$ cat src/rtl/assert_macros.svh
// Assertion macros used by the allocator core.
`ifndef ASSERT_MACROS_SVH
`define ASSERT_MACROS_SVH

// Condition must hold at every rising clock edge outside reset.
`define ASSERT_ON_CLK(lbl, cond, msg) \
  lbl: assert property (@(posedge clk) disable iff (rst) (cond)) else $error(msg);

// Antecedent implies consequent in the same cycle.
`define ASSERT_IMPLIES(lbl, ante, cons, msg) \
  lbl: assert property (@(posedge clk) disable iff (rst) (ante) |-> (cons)) else $error(msg);

`endif

$ cat src/rtl/ffa_pkg.sv
// Types, constants and codes of the first-fit region allocator.
`default_nettype none
package ffa_pkg;

  localparam int DESCRIPTORS_DEF = 32;
  localparam int OFFSET_BITS_DEF = 18;
  localparam int CAP_W           = 18;

  localparam logic [CAP_W-1:0] FAST_CAP_RST = 18'd19232;
  localparam logic [CAP_W-1:0] SLOW_CAP_RST = 18'd261120;

  localparam logic CFG_FAST = 1'b0;
  localparam logic CFG_SLOW = 1'b1;

  localparam logic [1:0] ST_OK      = 2'd0;
  localparam logic [1:0] ST_NO_DESC = 2'd1;
  localparam logic [1:0] ST_NO_GAP  = 2'd2;
  localparam logic [1:0] ST_UNUSED  = 2'd3;

  // Bit 1 of mode selects free, bit 0 selects the pool of an allocation.
  localparam int MODE_FREE_BIT = 1;
  localparam int MODE_POOL_BIT = 0;

  typedef struct packed {
    logic [1:0]  mode;
    logic        free_pool;
    logic [4:0]  handle;
    logic [17:0] request_bytes;
  } in_item_t;

  typedef struct packed {
    logic [1:0]  status;
    logic [4:0]  granted_handle;
    logic [17:0] region_offset;
    logic [5:0]  blocks_in_use;
  } out_item_t;

  typedef struct packed {
    logic geo;
    logic nxt;
    logic prv;
  } wr_en_t;

endpackage
`default_nettype wire

$ cat src/rtl/first_fit_region_allocator_core.sv
// First-fit allocator over two pools of descriptors kept as address-ordered linked lists.
// The descriptor fields live in one memory with a registered read; busy bits, list heads and
// counts are flip-flops. An item is taken only when the sequencer is idle. A free of an unused
// handle, a zero size, a pool with no free descriptor and an empty list whose capacity is below
// the size go straight to the result; a free reads its descriptor, checks it and relinks both
// neighbours; an allocation into an empty list writes the new descriptor and relinks. Each
// neighbour step of the list walk is a memory read, a gap check and a check of the next link,
// and a fit before the head, in a gap or at the tail writes the new descriptor and relinks.
// The longest walk has DESCRIPTORS-2 steps. The next item can be taken in the cycle after the
// result is registered. A finished result waits in an output register while the next item is
// taken; a second result holds the sequencer until the output register drains.
`default_nettype none
`include "assert_macros.svh"
module first_fit_region_allocator_core import ffa_pkg::*; (
  input  wire logic             clk,
  input  wire logic             rst,
  input  wire logic             in_valid,
  output logic                  in_stall,
  input  wire in_item_t         in_item,
  output logic                  out_valid,
  input  wire logic             out_stall,
  output out_item_t             out_item,
  input  wire logic             cfg_write,
  input  wire logic             cfg_index,
  input  wire logic [CAP_W-1:0] cfg_data
);

  localparam int DESCRIPTORS = DESCRIPTORS_DEF;
  localparam int OFFSET_BITS = OFFSET_BITS_DEF;
  localparam int IW = (DESCRIPTORS > 1) ? $clog2(DESCRIPTORS) : 1;
  localparam int LW = $clog2(DESCRIPTORS + 1);
  localparam int AW = $clog2(2 * DESCRIPTORS);
  localparam int OW = OFFSET_BITS;
  localparam int CW = (OFFSET_BITS + 1 > CAP_W + 1) ? OFFSET_BITS + 1 : CAP_W + 1;
  localparam int HW = 10;
  localparam logic [LW-1:0] NIL = LW'(DESCRIPTORS);

  typedef enum logic [3:0] {
    S_IDLE, S_RD_WALK, S_CHK, S_RD_GAP, S_GAP, S_RD_FREE, S_FREE_CHK,
    S_NEW, S_LK_PV, S_LK_NX, S_DONE
  } state_t;

  state_t state;

  logic [CAP_W-1:0]       cap [2];
  logic [DESCRIPTORS-1:0] busy [2];
  logic [LW-1:0]          head [2];
  logic [LW-1:0]          count [2];

  logic          pool;
  logic          is_free;
  logic [17:0]   isize;
  logic [IW-1:0] fidx;
  logic [IW-1:0] cur;
  logic [LW-1:0] prv_idx;
  logic          at_head;
  logic [CW-1:0] end_reg;
  logic [OW-1:0] new_off;
  logic [LW-1:0] pv_t;
  logic [LW-1:0] nx_t;
  logic [LW-1:0] lk_pv_val;
  logic [LW-1:0] lk_nx_val;
  logic [AW-1:0] rd_ptr;
  logic [1:0]    res_status;
  logic [4:0]    res_handle;
  logic [17:0]   res_offset;

  logic [OW-1:0] rd_off;
  logic [OW-1:0] rd_len;
  logic [LW-1:0] rd_next;
  logic [LW-1:0] rd_prev;
  logic [AW-1:0] wr_addr;
  wr_en_t        wr_en;
  logic [OW-1:0] wr_off;
  logic [OW-1:0] wr_len;
  logic [LW-1:0] wr_next;
  logic [LW-1:0] wr_prev;

  logic          ff_found;
  logic [IW-1:0] ff_idx;
  logic          in_acc;
  logic          in_pool;
  logic [CW-1:0] size_c;
  logic [CW-1:0] cap_c;
  logic [CW-1:0] rd_off_c;
  logic [CW-1:0] cur_end;
  logic          out_free;

  function automatic logic [AW-1:0] addr_of(input logic p, input logic [IW-1:0] i);
    addr_of = (p ? AW'(DESCRIPTORS) : AW'(0)) + AW'(i);
  endfunction

  assign in_acc   = in_valid && !in_stall;
  assign in_stall = (state != S_IDLE);
  assign in_pool  = in_item.mode[MODE_POOL_BIT];
  assign size_c   = CW'(isize);
  assign cap_c    = CW'(cap[pool]);
  assign rd_off_c = CW'(rd_off);
  assign cur_end  = CW'(rd_off) + CW'(rd_len);
  assign out_free = !out_valid || !out_stall;

  ffa_free_find #(.D(DESCRIPTORS), .IW(IW)) u_free_find (
    .busy_row (busy[in_pool]),
    .found    (ff_found),
    .idx      (ff_idx)
  );

  ffa_desc_mem #(.DEPTH(2 * DESCRIPTORS), .AW(AW), .OW(OW), .LW(LW)) u_desc_mem (
    .clk     (clk),
    .rd_addr (rd_ptr),
    .rd_off  (rd_off),
    .rd_len  (rd_len),
    .rd_next (rd_next),
    .rd_prev (rd_prev),
    .wr_addr (wr_addr),
    .wr_en   (wr_en),
    .wr_off  (wr_off),
    .wr_len  (wr_len),
    .wr_next (wr_next),
    .wr_prev (wr_prev)
  );

  always_comb begin
    wr_addr = addr_of(pool, fidx);
    wr_en   = '0;
    wr_off  = new_off;
    wr_len  = OW'(isize);
    wr_next = nx_t;
    wr_prev = pv_t;
    unique case (state)
      S_NEW: begin
        wr_en = '{geo: 1'b1, nxt: 1'b1, prv: 1'b1};
      end
      S_LK_PV: begin
        wr_addr = addr_of(pool, IW'(pv_t));
        wr_next = lk_pv_val;
        wr_en.nxt = (pv_t != NIL);
      end
      S_LK_NX: begin
        wr_addr = addr_of(pool, IW'(nx_t));
        wr_prev = lk_nx_val;
        wr_en.prv = (nx_t != NIL);
      end
      default: begin
      end
    endcase
  end

  always_ff @(posedge clk) begin
    if (rst) begin
      state     <= S_IDLE;
      out_valid <= 1'b0;
      cap[0]    <= FAST_CAP_RST;
      cap[1]    <= SLOW_CAP_RST;
      busy[0]   <= '0;
      busy[1]   <= '0;
      head[0]   <= NIL;
      head[1]   <= NIL;
      count[0]  <= '0;
      count[1]  <= '0;
    end else begin
      if (cfg_write) begin
        unique case (cfg_index)
          CFG_FAST: cap[0] <= cfg_data;
          CFG_SLOW: cap[1] <= cfg_data;
        endcase
      end
      if (out_valid && !out_stall && state != S_DONE) begin
        out_valid <= 1'b0;
      end
      unique case (state)
        S_IDLE: begin
          if (in_acc) begin
            res_status <= ST_OK;
            res_handle <= '0;
            res_offset <= '0;
            isize      <= in_item.request_bytes;
            if (in_item.mode[MODE_FREE_BIT]) begin
              is_free <= 1'b1;
              pool    <= in_item.free_pool;
              fidx    <= IW'(in_item.handle);
              if (HW'(in_item.handle) >= HW'(DESCRIPTORS) ||
                  !busy[in_item.free_pool][IW'(in_item.handle)]) begin
                res_status <= ST_UNUSED;
                state      <= S_DONE;
              end else begin
                rd_ptr <= addr_of(in_item.free_pool, IW'(in_item.handle));
                state  <= S_RD_FREE;
              end
            end else begin
              is_free <= 1'b0;
              pool    <= in_pool;
              fidx    <= ff_idx;
              if (in_item.request_bytes == '0) begin
                res_status <= ST_NO_GAP;
                state      <= S_DONE;
              end else if (!ff_found) begin
                res_status <= ST_NO_DESC;
                state      <= S_DONE;
              end else if (head[in_pool] == NIL) begin
                if (CW'(in_item.request_bytes) > CW'(cap[in_pool])) begin
                  res_status <= ST_NO_GAP;
                  state      <= S_DONE;
                end else begin
                  new_off   <= '0;
                  pv_t      <= NIL;
                  nx_t      <= NIL;
                  lk_pv_val <= LW'(ff_idx);
                  lk_nx_val <= LW'(ff_idx);
                  state     <= S_NEW;
                end
              end else begin
                rd_ptr  <= addr_of(in_pool, IW'(head[in_pool]));
                cur     <= IW'(head[in_pool]);
                at_head <= 1'b1;
                state   <= S_RD_WALK;
              end
            end
          end
        end
        S_RD_WALK: state <= S_CHK;
        S_CHK: begin
          lk_pv_val <= LW'(fidx);
          lk_nx_val <= LW'(fidx);
          if (at_head && rd_off_c >= size_c) begin
            new_off <= '0;
            pv_t    <= NIL;
            nx_t    <= LW'(cur);
            state   <= S_NEW;
          end else if (rd_next == NIL) begin
            // Tail gap; a capacity below the last region leaves no room.
            if (cap_c > cur_end && (cap_c - cur_end) >= size_c) begin
              new_off <= OW'(cur_end);
              pv_t    <= LW'(cur);
              nx_t    <= NIL;
              state   <= S_NEW;
            end else begin
              res_status <= ST_NO_GAP;
              state      <= S_DONE;
            end
          end else begin
            end_reg <= cur_end;
            prv_idx <= LW'(cur);
            cur     <= IW'(rd_next);
            rd_ptr  <= addr_of(pool, IW'(rd_next));
            at_head <= 1'b0;
            state   <= S_RD_GAP;
          end
        end
        S_RD_GAP: state <= S_GAP;
        S_GAP: begin
          if (rd_off_c > end_reg && (rd_off_c - end_reg) >= size_c) begin
            new_off <= OW'(end_reg);
            pv_t    <= prv_idx;
            nx_t    <= LW'(cur);
            state   <= S_NEW;
          end else begin
            // Read data still holds this descriptor: check its own successor.
            state <= S_CHK;
          end
        end
        S_RD_FREE: state <= S_FREE_CHK;
        S_FREE_CHK: begin
          pv_t      <= rd_prev;
          nx_t      <= rd_next;
          lk_pv_val <= rd_next;
          lk_nx_val <= rd_prev;
          busy[pool][fidx] <= 1'b0;
          state <= S_LK_PV;
        end
        S_NEW: begin
          busy[pool][fidx] <= 1'b1;
          res_handle       <= 5'(fidx);
          res_offset       <= 18'(new_off);
          state            <= S_LK_PV;
        end
        S_LK_PV: begin
          // Move the count together with the head so the two always agree.
          if (pv_t == NIL) begin
            head[pool] <= lk_pv_val;
          end
          if (is_free) begin
            if (count[pool] != '0) begin
              count[pool] <= count[pool] - LW'(1);
            end
          end else begin
            count[pool] <= count[pool] + LW'(1);
          end
          state <= S_LK_NX;
        end
        S_LK_NX: state <= S_DONE;
        S_DONE: begin
          if (out_free) begin
            out_item.status         <= res_status;
            out_item.granted_handle <= res_handle;
            out_item.region_offset  <= res_offset;
            out_item.blocks_in_use  <= 6'(count[pool]);
            out_valid               <= 1'b1;
            state                   <= S_IDLE;
          end
        end
        default: state <= S_IDLE;
      endcase
    end
  end

  `ASSERT_ON_CLK(a_head_cnt0, (head[0] == NIL) == (count[0] == '0), "pool 0 head and count disagree")
  `ASSERT_ON_CLK(a_head_cnt1, (head[1] == NIL) == (count[1] == '0), "pool 1 head and count disagree")
  `ASSERT_IMPLIES(a_err_zero, out_valid && out_item.status != ST_OK, out_item.granted_handle == '0 && out_item.region_offset == '0, "failed item carries a handle or offset")

endmodule
`default_nettype wire

$ cat src/rtl/ffa_desc_mem.sv
// Descriptor memory: offset, length and links, one read and one field-masked write port.
`default_nettype none
module ffa_desc_mem import ffa_pkg::*; #(
  parameter int DEPTH = 2 * DESCRIPTORS_DEF,
  parameter int AW    = 6,
  parameter int OW    = OFFSET_BITS_DEF,
  parameter int LW    = 6
) (
  input  wire logic          clk,
  input  wire logic [AW-1:0] rd_addr,
  output logic      [OW-1:0] rd_off,
  output logic      [OW-1:0] rd_len,
  output logic      [LW-1:0] rd_next,
  output logic      [LW-1:0] rd_prev,
  input  wire logic [AW-1:0] wr_addr,
  input  wire wr_en_t        wr_en,
  input  wire logic [OW-1:0] wr_off,
  input  wire logic [OW-1:0] wr_len,
  input  wire logic [LW-1:0] wr_next,
  input  wire logic [LW-1:0] wr_prev
);

  logic [OW-1:0] mem_off  [DEPTH];
  logic [OW-1:0] mem_len  [DEPTH];
  logic [LW-1:0] mem_next [DEPTH];
  logic [LW-1:0] mem_prev [DEPTH];

  always_ff @(posedge clk) begin
    if (wr_en.geo) begin
      mem_off[wr_addr] <= wr_off;
      mem_len[wr_addr] <= wr_len;
    end
    if (wr_en.nxt) begin
      mem_next[wr_addr] <= wr_next;
    end
    if (wr_en.prv) begin
      mem_prev[wr_addr] <= wr_prev;
    end
    rd_off  <= mem_off[rd_addr];
    rd_len  <= mem_len[rd_addr];
    rd_next <= mem_next[rd_addr];
    rd_prev <= mem_prev[rd_addr];
  end

endmodule
`default_nettype wire

$ cat src/rtl/ffa_free_find.sv
// Lowest free descriptor of one pool.
`default_nettype none
module ffa_free_find import ffa_pkg::*; #(
  parameter int D  = DESCRIPTORS_DEF,
  parameter int IW = 5
) (
  input  wire logic [D-1:0]  busy_row,
  output logic               found,
  output logic      [IW-1:0] idx
);

  always_comb begin
    found = 1'b0;
    idx   = '0;
    // Scan downwards so the lowest free entry wins.
    for (int i = D - 1; i >= 0; i--) begin
      if (!busy_row[i]) begin
        found = 1'b1;
        idx   = IW'(i);
      end
    end
  end

endmodule
`default_nettype wire

$ cat config.mk
export PLATFORM = sky130hd
export DESIGN_NAME = first_fit_region_allocator_core
export DESIGN_NICKNAME = d
export VERILOG_FILES = /design/src/rtl/ffa_pkg.sv /design/src/rtl/first_fit_region_allocator_core.sv /design/src/rtl/ffa_desc_mem.sv /design/src/rtl/ffa_free_find.sv
export VERILOG_INCLUDE_DIRS = /design/src /design/src/rtl
export SDC_FILE = /design/constraint.sdc
export NUM_CORES = 2
export LEC_CHECK = 0
export BUFFER_PORTS_ARGS = -buffer_cell sky130_fd_sc_hd__buf_2
export CAP_MARGIN = 5
export CELL_PAD_IN_SITES_DETAIL_PLACEMENT = 1
export CELL_PAD_IN_SITES_GLOBAL_PLACEMENT = 1
export CORE_ASPECT_RATIO = 0.6
export CORE_UTILIZATION = 50
export DETAILED_ROUTE_END_ITERATION = 12
export GPL_TIMING_DRIVEN = 0
export PLACE_DENSITY_LB_ADDON = 0.1
export SLEW_MARGIN = 10
export SYNTH_ARGS = -nofsm -noshare
export SYNTH_HDL_FRONTEND = slang
export SYNTH_SLANG_ARGS = --single-unit
$ cat constraint.sdc
create_clock -name clk -period 5.13 [get_ports clk]
set_clock_uncertainty 0.2 [all_clocks]
set_input_delay 0.7695 -clock clk [delete_from_list [all_inputs] [get_ports clk]]
set_output_delay 0.7695 -clock clk [all_outputs]
set_load 0.005 [all_outputs]
* Yosys cells after proc, flatten, opt, wreduce, memory -nomap -nowiden *
Memory sizes are Yosys's and may differ from the RTL's. A register that Yosys moved wholly into a read port is not among the register bits.
Cells that the tools add are included.

storage, ports and cells
  bits in registers = 164
  memory bits (writable) = 3196
  bits of input ports = 50
  output and inout bits = 33
  memories = 8

memory list
  name                 depth  width  read ports  clocked after Yosys merged registers in  wr ports  RTL line                               RTL
  u_desc_mem.mem_len   64     18     1           1                                        1         ffa_desc_mem.sv:24                     logic [OW-1:0] mem_len [DEPTH];
  u_desc_mem.mem_off   64     18     1           1                                        1         ffa_desc_mem.sv:23                     logic [OW-1:0] mem_off [DEPTH];
  u_desc_mem.mem_next  64     6      1           1                                        1         ffa_desc_mem.sv:25                     logic [LW-1:0] mem_next [DEPTH];
  u_desc_mem.mem_prev  64     6      1           1                                        1         ffa_desc_mem.sv:26                     logic [LW-1:0] mem_prev [DEPTH];
  busy                 2      32     2           0                                        2         first_fit_region_allocator_core.sv:46  logic [DESCRIPTORS-1:0] busy [2];
  cap                  2      18     2           1                                        2         first_fit_region_allocator_core.sv:45  logic [CAP_W-1:0] cap [2];
  +2 memories          --     --     --          --                                       --        --

cells by class
  $add $sub $neg = 11
  magnitude comparators = 9
  equal/unequal tests = 35
  multiplexer cells = 251
  bitwise gates (word level) = 38
  reductions and logical operators = 35

operators by type and width
  kind                                          number
  two-way mux 18 bit                            13
  two-way mux 6 bit                             36
  two-way mux 5 bit                             41
  two-way mux 32 bit                            4
  two-way mux 1 bit                             118
  case mux 18 bit (3 select lines)              1
  case mux 6 bit (4 select lines)               2
  two-way mux 4 bit                             11
  case mux 4 bit (10 select lines)              1
  greater-or-equal comparator 19 x 18 -> 1 bit  2
  > comparator 18 x 19 -> 1 bit                 2
  subtractor 18 x 19 -> 19 bit                  2
  adder 6 x 5 -> 6 bit                          6
  case mux 18 bit (2 select lines)              1
  case mux 6 bit (3 select lines)               2
  bitwise OR 1 bit                              35
  OR reduction 32 bit                           1
  inequality test 2 bit, second input constant  13
  case mux 6 bit (2 select lines)               2
  AND reduction 11 bit                          2
  two-way mux 2 bit                             10
  case mux 5 bit (2 select lines)               2
  adder 18 x 18 -> 19 bit                       1
  equality test 6 bit, second input constant    3
  other kinds (36)                              68

* Logic depth before layout (Yosys ltp) *
An unclocked memory read counts as a cell.

  word-level depth = 40
  gate-level depth with buffers = 27
  gate-level depth less buffers = 27

* Cells and area by module *
From an unflattened synthesis, not the netlist that was laid out.

unflattened totals
  cells, all modules = 6765
  area, all modules = 136278.2 sq um

by module, submodules not included
  module                           instances  cells each  area each (sq um)  seq. area each (sq um)
  ffa_desc_mem                     1          5106        118134.6           93209.4
  first_fit_region_allocator_core  1          1593        17750.8            8618.3
  ffa_free_find                    1          66          392.9              0.0

* Least setup slack after synthesis *
OpenSTA, ideal clock, no wires.

  path kind = register to register
  from = register u_desc_mem.rd_off[1] (read register of u_desc_mem.mem_off)
  to = register new_off[0], enable pin
  library setup time = 376 ps
  arrival = 5107 ps
  required time = 4554 ps
  setup slack = -553 ps
  cell stages (with the launch flop) = 27
  clock period less this slack = 5683 ps
  cells stage by stage = dfxtp_1 > ha_1 > a21oi_1 > o21ai_1 > a2bb2oi_1 > a21o_1 > a2111oi_1 > inv_1 > a21oi_1 > xnor2_1 > inv_1 > ha_1 > and3_1 > a221o_1 > a31o_2 > a21oi_1 > nor2b_1 > o21ai_0 > a21oi_1 > ha_1 > o211ai_1 > a21oi_1 > o21ai_0 > nand4_1 > nand4bb_1 > o21ai_0 > and3_1

on the way
  cells in the longest elaborated chain, start to end = 6

RTL lines
  what                                          RTL line                                RTL
  start: declaration                            ffa_desc_mem.sv:11                      output logic [OW-1:0] rd_off,
  adder 18 x 18 -> 19 bit (*)                   first_fit_region_allocator_core.sv:99   assign cur_end = CW'(rd_off) + CW'(rd_len);
  via cur_end[13]                               first_fit_region_allocator_core.sv:86   logic [CW-1:0] cur_end;
  subtractor 18 x 19 -> 19 bit                  first_fit_region_allocator_core.sv:232  if (cap_c > cur_end && (cap_c - cur_end) >= size_c) begin
  greater-or-equal comparator 19 x 18 -> 1 bit  first_fit_region_allocator_core.sv:232
  logical AND 1 bit (*)                         first_fit_region_allocator_core.sv:232
  inequality test 3 bit (no line) (*)           --
  AND reduction 11 bit (no line) (*)            --
  end signal: assignment                        first_fit_region_allocator_core.sv:233  new_off <= OW'(cur_end);
  end signal: assignment                        first_fit_region_allocator_core.sv:253  new_off <= OW'(end_reg);
  end: declaration                              first_fit_region_allocator_core.sv:58   logic [OW-1:0] new_off;

Mark *: on every way through the listed nets, which the timed path passes. The rest lies on a longest branch.
A chain may end at the register's enable or synchronous reset.

* Final worst setup path *
  from = register u_desc_mem.rd_off[4] (read register of u_desc_mem.mem_off)
  to = register new_off[1], enable pin

The elaborated chain is that of the path after synthesis.

==> qor.yml <==
outcome: "complete, but fails checks"
violations: "setup timing"
layoutNonFillerInstCount: 10855
vias: 72472
die_h_um: 406
max_freq_mhz: 170
ys_warn_count: 0
numClockSinks: 3409
drive_gt1_frac: 0.294
pre_cts_ws_ns: -1.73
place_inst: 10190
synth_area_mm2: 0.136
gp_congestion: 0.880
h-tree-depth: 5
top_layer: "met5"
antenna_found_initial: 57
reg2reg_from: "u_desc_mem.rd_off[4]$_DFF_P_"
worstPathRequired_ns: 5.49
dp_hpwl_mm: 302
core_mm2: 0.269
ir_worst_vdd_uv: 467
finalHoldViolCount: 0
rows: 147
syn_to_final_growth_pct: 15.5
drtPass1Iterations: 6
reg2reg_slack_ns: -0.76
path_clk_slew_ns: 0.06
fillers: 22383
register_area_mm2: 0.102
avgSynthCellArea_um2: 21.5
endpoint_kind: "flip-flop"
worstSetupPathType: "flip-flop to flip-flop"
synthCells: 6322
reg2regPathDepth: 27
cts_root_buf: "clkbuf_16"
dieArea_mm2: 0.274
drtIter0Drc: 11323
grt_pass1_vias: 70683
power_leakage_nw: 50.0
rr_endpoint: "new_off[1]$_DFFE_PP_"
arrival_ns: 6.25
finalSetupViolCount: 45
tritoncts: "yes"
nNetsFinal: 7216
clockBufferDepth: 4
powerDensity_mw_per_mm2: 532
reg_top3: "u_desc_mem.mem_len x1152, u_desc_mem.mem_off x1152"
grt_usage: 0.313
worst_slew_pin_slew_ns: 1.39
portBuffers: 80
synth_top_area_frac: 0.741
hold_ws_ns: 0.0663
route.met2.wl_mm: 176
maxSlewViolCount: 0
yosysTopAreaCell: "edfxtp_1"
fin_crit_ns: 5.89
grt_max_degree: 65
dieWidth_um: 675
routedWlPerCell_um: 39.5
viasPerCell: 6.68
drv_cap: 0
grt_first_pass_wirelength_mm: 584
worstHoldPathType: "primary input to flip-flop"
synthArstFlopShare: 0
rsz0062_at_grt: "true"
yosys-top-cells-area: "edfxtp_1, mux4_2, ha_1"
synth_nets: 6506
p_total_mw: 83.5
io_pins: 83
synth_seq_cells: 3409
min_period_over_period: 1.15
wl_met3_mm: 59.5
crit_end: "new_off[1]$_DFFE_PP_"
cp_max_fo: 5
multi_input_area_mm2: 0.0335
crit_path_start_kind: "flip-flop"
ys.flop_type: "edfxtp_1"
postLayoutCoreUtil: 0.584
max-slew-margin-rel: 0.0713
gr-total-overflow: 0
synth.distinct_cells: 78
yosysSeqAreaShare: 0.749
routed_wl_mm: 429
wl_met1_mm: 185
ant_nets: 0
clk_latency_ns: 0.89
cts_buffers: 319
start_util: 0.505
worst_slack_ns: -0.759
drt_drc_violations_left: 0
synth_edf_count: 3355
crit_start: "u_desc_mem.rd_off[4]$_DFF_P_"
placed cells by master, fill, tap and decap left out, types with 42 or more instances in the layout:
cell / count
nand2_1: 145
nor2_1: 276
clkbuf_16: 325
mux2i_1: 45
buf_2: 148
clkbuf_1: 280
a21oi_1: 77
a21o_1: 58
buf_4: 65
buf_12: 97
clkinv_1: 65
o21bai_1: 42
edfxtp_1: 3355
dfxtp_1: 42
ha_1: 117
mux4_2: 1017
o21ai_0: 71
inv_1: 90
buf_16: 66
nor2_4: 62
kinds of logic (layout without fill, tap and decap cells):
family	Yosys count	count (layout)	share of synthesized area
flops	3409	3409	0.749
mux	1105	1105	0.175
simple gates	796	799	0.0275
buf+inv	422	1366	0.0123
compound gates	409	409	0.0199
fa+ha+maj	134	134	0.0126
xor+xnor	47	47	0.00303
other cells	0	10	0
area by class of cell:
cell class,instances,share of cell area
Multi-Input combinational cell,2494,0.214
Inverter,99,0.00237
Antenna cell,10,0.000159
Buffer,320,0.00876
Sequential cell,3409,0.649
Clock inverter,139,0.00732
Tap cell,3576,0.0285
Timing Repair Buffer,389,0.0362
Clock buffer,419,0.0543
worst min-delay path by stage:
| stage | start | to | slack [ns] | cells after the start |
|---|---|---|---|---|
| after floorplan | res_offset[4]$_SDFFCE_PN0P_ | out_item[10]$_DFFE_PP_ | 0.20 | 0 |
| after CTS | cfg_data[1] | cap[0][1]$_DFFE_PP_ | 0.02 | 2 |
| after global placement | res_offset[17]$_SDFFCE_PN0P_ | out_item[23]$_DFFE_PP_ | 0.20 | 0 |
| after global routing | cfg_data[0] | cap[0][0]$_DFFE_PP_ | 0.05 | 2 |
| after detailed placement | res_offset[6]$_SDFFCE_PN0P_ | out_item[12]$_DFFE_PP_ | 0.21 | 0 |
| final | cfg_data[0] | cap[0][0]$_DFFE_PP_ | 0.07 | 2 |
worst max-delay path, cell delays in order, from the launching register on:
cell and delay (ns):
dfxtp_4 0.43, ha_4 0.23, o21a_1 0.20, o211ai_1 0.21, a2bb2oi_2 0.09, a21o_1 0.23, a2111oi_4 0.33, inv_1 0.09
a21oi_2 0.19, xnor2_2 0.16, inv_2 0.13, ha_4 0.24, and3_4 0.18, a221o_1 0.31, a31o_2 0.23, a21oi_2 0.16
nor2b_1 0.08, o21ai_1 0.15, a21oi_2 0.09, ha_1 0.31, o211ai_1 0.09, a21oi_1 0.14, o21ai_1 0.09, nand4_1 0.12
nand4bb_4 0.20, o21ai_2 0.20, and3_4 0.32, buf_12 0.17
per-layer routing:
layer,global-route usage,vias to the layer above
li1,-,27913
met1,0.500,39407
met2,0.421,4591
met3,0.104,537
met4,0.0639,24
met5,0,-
report_power, final:
part | total, mW | switching [mW] | internal [mW]
sequential | 34.6 | 1.10 | 33.5
combinational | 25.9 | 16.0 | 9.91
clock | 22.9 | 10.4 | 12.6
total | 83.5 | 27.5 | 56.0
synthesized netlist by cell type, types with 42 or more instances:
cell         n
mux4_2    1017
nand3_1     48
dfxtp_1     54
mux2i_1     45
buf_2       66
a21oi_1     95
mux2_2      43
a21o_1      58
clkbuf_1   233
ha_1       130
inv_1       98
o21bai_1    42
nand2_1    153
o21ai_0     79
edfxtp_1  3355
nor2_1     338
per-stage QoR:
step / TNS [ns] / instance area (µm²)
2_1_floorplan: 0 / 136000
3_3_place_gp: -6924.97 / 141000
3_5_place_dp: -345.13 / 146000
4_1_cts: -24.57 / 157000
5_1_grt: -31.70 / 157000
6_report: -24.75 / 157000
repair_timing:
item                                     CTS  global route
hold endpoints to repair                  41             0
hold buffers                              30             0
gates cloned                               2             3
endpoints found under the setup margin  1248           319
resized for setup                         85            38
pin swaps                                 52            46
setup buffers                             46            22
Note: power is estimated with default switching activity, not from simulation.
